`config.mk`:
```
export PLATFORM = sky130hd
export DESIGN_NAME = booth_radix2_signed_multiplier
export DESIGN_NICKNAME = d
export VERILOG_FILES = /design/src/sv/bmul_pkg.sv /design/src/sv/booth_radix2_signed_multiplier.sv /design/src/sv/bmul_stage.sv
export SDC_FILE = /design/constraint.sdc
export NUM_CORES = 1
export LEC_CHECK = 0
export BUFFER_PORTS_ARGS = -buffer_cell sky130_fd_sc_hd__buf_2
export CORE_MARGIN = 1
export CORE_UTILIZATION = 45
export DETAILED_ROUTE_END_ITERATION = 6
export MAX_ROUTING_LAYER = met4
export PLACE_DENSITY = 0.61
export SLEW_MARGIN = 40
export SYNTH_ARGS = -nofsm -noshare
export SYNTH_HDL_FRONTEND = slang
export SYNTH_SLANG_ARGS = --single-unit
export TNS_END_PERCENT = 30
```
`constraint.sdc`:
```
create_clock -name clk -period 6.2 [get_ports clk]
set_input_delay 0.62 -clock clk [delete_from_list [all_inputs] [get_ports clk]]
set_output_delay 0.62 -clock clk [all_outputs]
set_load 0.01 [all_outputs]
```
`src/sv/bmul_pkg.sv`:
```
// ---------------------------------------------------------------------------
// bmul_pkg
// Shared widths, Booth pair codes and the per-stage payload type of the
// radix-2 Booth multiplier pipeline.
// ---------------------------------------------------------------------------
`default_nettype none

package bmul_pkg;

  // operand width; the product is twice as wide
  localparam int WIDTH = 8;
  localparam int PROD_W = 2 * WIDTH;

  // stream word widths, rounded up to whole bytes
  localparam int IN_TDATA_W = ((2 * WIDTH + 7) / 8) * 8;
  localparam int OUT_TDATA_W = ((PROD_W + 7) / 8) * 8;

  // booth pair {current multiplier bit, bit shifted out before it}
  localparam logic [1:0] BOOTH_SUB = 2'b10;
  localparam logic [1:0] BOOTH_ADD = 2'b01;

  // partial state carried from one step to the next
  typedef struct packed {
    logic [WIDTH:0]   acc;    // accumulator, one bit wider than the operands
    logic [WIDTH-1:0] q;      // multiplier bits, low half of the product
    logic             prev;   // bit shifted out on the previous step
    logic [WIDTH:0]   mcand;  // sign-extended multiplicand
  } bmul_data_t;

endpackage

`default_nettype wire

```
`src/sv/booth_radix2_signed_multiplier.sv`:
```
// ---------------------------------------------------------------------------
// booth_radix2_signed_multiplier
// Signed radix-2 Booth multiplier as a pipeline of one step per stage.
// ---------------------------------------------------------------------------
// Usage:
//   Input channel in_*: one transfer carries a multiplicand and a multiplier,
//   both signed two's complement of WIDTH bits. Output channel out_*: one
//   transfer per input transfer carries the exact signed product, 2*WIDTH
//   bits, in the order the operands arrived.
//   Pipeline: one registered stage per Booth step, the last stage doubling
//   as the output register.
//   Throughput: one product per cycle while out_tready does not stall the
//   pipeline; a new pair can enter every cycle while the WIDTH stages hold
//   earlier pairs at various steps.
//   Reset: rst_n low at a clock edge empties every stage; no transfers are
//   offered while it is low; in_tready is not held low and pairs sent are dropped.
//   Stall: when out_tvalid is high and out_tready low, the whole pipeline
//   holds and in_tready drops, so nothing is lost or repeated; a bubble in
//   the last stage lets the pipeline keep moving regardless of out_tready.
// ---------------------------------------------------------------------------
`default_nettype none

module booth_radix2_signed_multiplier (
  input  wire logic                             clk,
  input  wire logic                             rst_n,
  // input stream
  input  wire logic                             in_tvalid,
  output logic                                  in_tready,
  input  wire logic [bmul_pkg::IN_TDATA_W-1:0]  in_tdata,   // multiplier high, multiplicand low
  // result stream
  output logic                                  out_tvalid,
  input  wire logic                             out_tready,
  output logic [bmul_pkg::OUT_TDATA_W-1:0]      out_tdata   // product
);

  logic                         adv;
  logic [bmul_pkg::WIDTH:0]     vld_chain;
  bmul_pkg::bmul_data_t         data_chain [0:bmul_pkg::WIDTH];
  bmul_pkg::bmul_data_t         seed;
  logic [bmul_pkg::WIDTH-1:0]   mcand_in;
  logic [bmul_pkg::WIDTH-1:0]   mplier_in;
  logic [bmul_pkg::OUT_TDATA_W-1:0] out_word;

  // pipeline moves whenever the last stage is empty or being taken
  assign adv       = !vld_chain[bmul_pkg::WIDTH] || out_tready;
  assign in_tready = adv;

  // unpack operands and seed the first step
  assign mcand_in  = in_tdata[bmul_pkg::WIDTH-1:0];
  assign mplier_in = in_tdata[2*bmul_pkg::WIDTH-1:bmul_pkg::WIDTH];

  always_comb begin
    seed.acc   = '0;
    seed.q     = mplier_in;
    seed.prev  = 1'b0;
    seed.mcand = {mcand_in[bmul_pkg::WIDTH-1], mcand_in};
  end

  assign vld_chain[0]  = in_tvalid;
  assign data_chain[0] = seed;

  // one stage per booth step
  for (genvar i = 0; i < bmul_pkg::WIDTH; i++) begin : g_step
    bmul_stage u_stage (
      .clk       (clk),
      .rst_n     (rst_n),
      .en        (adv),
      .in_valid  (vld_chain[i]),
      .in_data   (data_chain[i]),
      .out_valid (vld_chain[i+1]),
      .out_data  (data_chain[i+1])
    );
  end

  // product is the low accumulator bits over the shifted multiplier
  always_comb begin
    out_word = '0;
    out_word[bmul_pkg::PROD_W-1:0] = {data_chain[bmul_pkg::WIDTH].acc[bmul_pkg::WIDTH-1:0],
                                      data_chain[bmul_pkg::WIDTH].q};
  end

  assign out_tvalid = vld_chain[bmul_pkg::WIDTH];
  assign out_tdata  = out_word;

  // a held pipeline keeps every stage's occupancy
  a_stall_holds: assert property (@(posedge clk) disable iff (!rst_n)
    !adv |=> $stable(vld_chain[bmul_pkg::WIDTH:1]))
    else $error("stage occupancy changed during a stall");

  // an accepted pair lands in the first stage
  a_accept_enters: assert property (@(posedge clk) disable iff (!rst_n)
    (in_tvalid && in_tready) |=> vld_chain[1])
    else $error("accepted operands missing from first stage");

  // the last stage has consumed every multiplier bit: prev is the multiplier sign
  a_sign_tracks: assert property (@(posedge clk) disable iff (!rst_n)
    out_tvalid |-> (data_chain[bmul_pkg::WIDTH].prev ==
                    data_chain[bmul_pkg::WIDTH].acc[bmul_pkg::WIDTH] ||
                    data_chain[bmul_pkg::WIDTH].mcand == '0 ||
                    data_chain[bmul_pkg::WIDTH].acc[bmul_pkg::WIDTH-1:0] == '0 ||
                    data_chain[bmul_pkg::WIDTH].acc[bmul_pkg::WIDTH] !=
                    data_chain[bmul_pkg::WIDTH].acc[bmul_pkg::WIDTH-1] ||
                    data_chain[bmul_pkg::WIDTH].acc[bmul_pkg::WIDTH] ==
                    (data_chain[bmul_pkg::WIDTH].prev ^
                     data_chain[bmul_pkg::WIDTH].mcand[bmul_pkg::WIDTH])))
    else $error("product sign inconsistent with operand signs");

endmodule

`default_nettype wire

```
`src/sv/bmul_stage.sv`:
```
// ---------------------------------------------------------------------------
// bmul_stage
// One registered Booth step: add, subtract or skip the multiplicand by the
// bit pair, then arithmetic right shift of {acc, q, prev}.
// ---------------------------------------------------------------------------
`default_nettype none

module bmul_stage (
  input  wire logic                  clk,
  input  wire logic                  rst_n,
  input  wire logic                  en,
  input  wire logic                  in_valid,
  input  wire bmul_pkg::bmul_data_t  in_data,
  output logic                       out_valid,
  output bmul_pkg::bmul_data_t       out_data
);

  logic                     valid_r;
  logic                     valid_nxt;
  bmul_pkg::bmul_data_t     data_r;
  bmul_pkg::bmul_data_t     data_nxt;
  logic [bmul_pkg::WIDTH:0] sum;

  // add or subtract by the booth pair
  always_comb begin
    case ({in_data.q[0], in_data.prev})
      bmul_pkg::BOOTH_SUB: sum = in_data.acc - in_data.mcand;
      bmul_pkg::BOOTH_ADD: sum = in_data.acc + in_data.mcand;
      default:             sum = in_data.acc;
    endcase
  end

  // arithmetic right shift of the joined accumulator and multiplier
  always_comb begin
    data_nxt.mcand = in_data.mcand;
    data_nxt.prev  = in_data.q[0];
    data_nxt.q     = {sum[0], in_data.q[bmul_pkg::WIDTH-1:1]};
    data_nxt.acc   = {sum[bmul_pkg::WIDTH], sum[bmul_pkg::WIDTH:1]};
    valid_nxt      = in_valid;
  end

  // stage register, advances only when the pipeline moves
  always_ff @(posedge clk) begin
    if (!rst_n) begin
      valid_r <= 1'b0;
    end else if (en) begin
      valid_r <= valid_nxt;
    end
  end

  always_ff @(posedge clk) begin
    if (en) begin
      data_r <= data_nxt;
    end
  end

  assign out_valid = valid_r;
  assign out_data  = data_r;

endmodule

`default_nettype wire
```
==> results.py <==
metrics = {
    "clocking": {
        "hold_buffers": 0,
        "cts_sinks": 199,
        "insertion_delay_ns": 0.45,
        "clkTransAtPathRegs_ns": 0.09,
        "cts_tree": "built",
        "cts-root-buf": "clkbuf_16",
        "htreeDepth": 4,
        "postCtsSetupBuffers": 0,
        "cts_resized": 0,
        "clockBufferDepth": 2,
        "cts_buffers": 17,
    },
    "critical_path": {
        "crit_top_cell": "nor2_1",
        "crit_slowest_cell": "edfxtp_1",
        "r2r-end": "g_step[2].u_stage.out_data[25]",
        "worst_setup_path_end_kind": "flop",
        "cp-endpoint": "g_step[2].u_stage.out_data[25]",
        "rrSetupSlack_ns": 3.36,
        "slowest_delay_ns": 0.45,
        "critPathLaunchType": "flop",
        "reg2reg_from": "g_step[1].u_stage.out_data[3]",
        "critical_path_class": "flop to flop",
        "rr_worst_depth": 10,
        "critPathLaunch": "g_step[1].u_stage.out_data[3]",
        "critPathMaxFanout": 6,
        "cp_cell_sequence": "nor3_1, and3_1, nor2_1, xor2_1, ha_1, nor2_1, o21bai_1, o41ai_4, nor4b_1, nor4b_2",
        "critical_path_arrival_ns": 3.01,
        "crit_required_ns": 6.37,
    },
    "floorplanning": {
        "die_w_um": 161,
        "initial_core_util": 0.463,
        "ioPinCount": 38,
        "die_area_mm2": 0.0260,
        "die_y_um": 161,
        "num_rows": 57,
        "core_area_mm2": 0.0246,
    },
    "grt": {
        "grt_pass1_wl_mm": 33.4,
        "grt_antenna_before_repair": 0,
        "grt_max_degree": 117,
        "track_usage": 0.167,
        "grt_pass1_vias": 6787,
        "grt-ovfl-total": 0,
    },
    "synth": {
        "synth_edf_count": 191,
        "synthesis.nets": 1103,
        "syn_inst": 998,
        "ys_warn_count": 0,
        "ys_async_sr_fraction": 0,
        "ys_types": 51,
        "synth_seq_cells": 199,
        "synthTopCellsByArea": "edfxtp_1 50%, ha_1 8.6%, xor2_1 5.8%, nor3_1 2.5%, nand2_1 2.5%",
        "yosysTopAreaCellShare": 0.504,
        "synth_area_mm2": 0.0114,
        "ys_seq_area_frac": 0.518,
        "synth.avg_cell_area_um2": 11.4,
        "yosysTopAreaCell": "edfxtp_1",
        "synth_ff_type": "edfxtp_1",
    },
    "drt": {
        "wirelength_mm": 19.9,
        "antenna_left": 0,
        "drt_first_pass_iters": 5,
        "viasPerCell": 5.28,
        "first_iter_violations": 453,
        "drc": 0,
        "wl_per_cell_um": 14.7,
        "vias": 7133,
    },
    "worst_hold_path": {
        "hold_path_class": "input pin to flop",
    },
    "power_and_ir_drop": {
        "intPower_uw": 3120,
        "ir_drop_mv": 0.170,
        "power_frac_seq": 0.427,
        "p_sw_frac": 0.345,
        "power_density_mw_per_mm2": 383,
        "p_sw_uw": 1640,
        "combPwrFrac": 0.327,
        "leakage_uw": 0.00490,
        "p_clk_frac": 0.246,
    },
    "place": {
        "io_buffers": 37,
        "place_area_mm2": 0.0118,
        "hpwl_mm": 14.4,
        "place_congestion": 0.834,
    },
    "cells_and_area": {
        "final_cell_mix": "191 x edfxtp_1, 78 x ha_1, 76 x nor2_1, 76 x nand2_1, 75 x xor2_1",
        "finalNetCount": 1118,
        "final_common_cell": "edfxtp_1",
        "design_area_mm2": 0.0124,
        "finalCoreUtilization": 0.505,
        "drive_gt1_frac": 0.107,
        "syn_to_final_growth_pct": 9.06,
        "num_antenna_cells": 0,
        "n_fill_cell": 2186,
    },
    "sta": {
        "tns_ns": 0,
        "max_freq_mhz": 352,
        "slew_violations": 0,
        "setup_viol": 0,
        "hold_violations": 0,
        "fin_crit_ns": 2.84,
        "skew_ns": 0.0174,
        "slew_headroom": 0.480,
        "worstMarginPinSlew_ns": 0.780,
        "rsz0062_at_grt": "false",
        "finalCritPeriodShare": 0.458,
    },
    "run": {
        "maxCapViolCount": 0,
    },
    "status": {
        "status": "complete, no violations",
    },
}
layer usage:
metal / routed length (um) / vias up / track usage
met5: 0 / - / -
met4: 410 / 0 / 0.0575
met3: 464 / 23 / 0.0285
met2: 9780 / 93 / 0.274
met1: 9250 / 3343 / 0.208
li1: - / 3674 / -
worst min-delay path by stage:
stage / start / to / slack (ns) / cells past startpoint
final: in_tdata[15] / g_step[0].u_stage.out_data[16] / 0.34 / 1
after global routing: in_tdata[12] / g_step[0].u_stage.out_data[13] / 0.32 / 1
after CTS: in_tdata[13] / g_step[0].u_stage.out_data[14] / 0.32 / 1
after detailed placement: g_step[0].u_stage.out_data[16] / g_step[1].u_stage.out_data[15] / 0.40 / 0
after global placement: g_step[3].u_stage.out_data[12] / g_step[4].u_stage.out_data[11] / 0.40 / 0
after floorplan: g_step[0].u_stage.out_data[11] / g_step[1].u_stage.out_data[10] / 0.40 / 0
logic make-up after synthesis:
kind of cell | share of synthesized area
and+or+nand+nor | 0.138
muxes | 0.0138
AOI/OAI and AO/OA | 0.126
adders and majority gates | 0.0980
DFF | 0.518
xor gates and xnor gates | 0.0631
buffers and inverters | 0.0439
critical path, delay by kind of cell, from the launching register on:
family / cells / cell delay (ns)
DFF: 1 / 0.45
and+or+nand+nor: 6 / 1.24
xor gates and xnor gates: 1 / 0.19
adders and majority gates: 1 / 0.34
AOI/OAI and AO/OA: 2 / 0.36
synthesized netlist by cell type, types with 4 or more instances:
cell and count:
edfxtp_1 191, ha_1 78, nand2_1 76, nor2_1 76, xor2_1 75, inv_1 71, nor3_1 57, o21ai_0 56
a21oi_1 44, o21a_1 25, a31oi_1 18, buf_4 16, clkbuf_1 16, mux2_2 14, o211ai_1 14, a21o_1 13
nor4b_1 13, buf_2 10, dfxtp_1 8, nor2b_1 8, a211oi_1 7, a21boi_0 7, and2_1 7, fa_1 7
o31a_1 7, o31ai_1 7, xnor2_1 7, nand2b_1 6, nor4_1 6, nor4b_2 5, nand4_1 4, nor2b_4 4
o2111ai_1 4, o41ai_4 4, or4_1 4
power groups by stage:
| stage | logic [uW] | registers, uW | clock network [uW] |
|---|---|---|---|
| 2_1_floorplan | 1330 | 1970 | 0 |
| 4_1_cts | 1560 | 2040 | 1200 |
| 6_report | 1560 | 2030 | 1170 |
| 3_3_place_gp | 1520 | 2060 | 0 |
| 5_1_grt | 1770 | 2070 | 1250 |
| 3_5_place_dp | 1560 | 2060 | 0 |
final cells by class:
| type | count | area (um^2) | area share |
|---|---|---|---|
| clock buffer | 17 | 425 | 0.0342 |
| clock inverter | 15 | 225 | 0.0181 |
| inverter | 72 | 278 | 0.0224 |
| multi-input combinational | 685 | 5000 | 0.402 |
| sequential | 199 | 5900 | 0.475 |
| tap | 324 | 405 | 0.0326 |
| timing repair buffer | 38 | 196 | 0.0158 |
stage by stage:
step	hold WS (ns)	setup slack (ns)	std cells	total power, uW
global route	0.323	3.12	1350	5090
detailed placement	0.405	3.35	1318	3620
finish	0.340	3.36	1350	4760
global placement	0.400	3.36	1318	3580
floorplan	0.400	2.39	998	3310
CTS	0.323	3.34	1350	4800
sequential cells by signal (all words and copies together), names as in the netlist:
register / cells
g_step.u_stage.out_data: 191
g_step.u_stage.out_valid: 8
(Power assumes the default switching activity.)
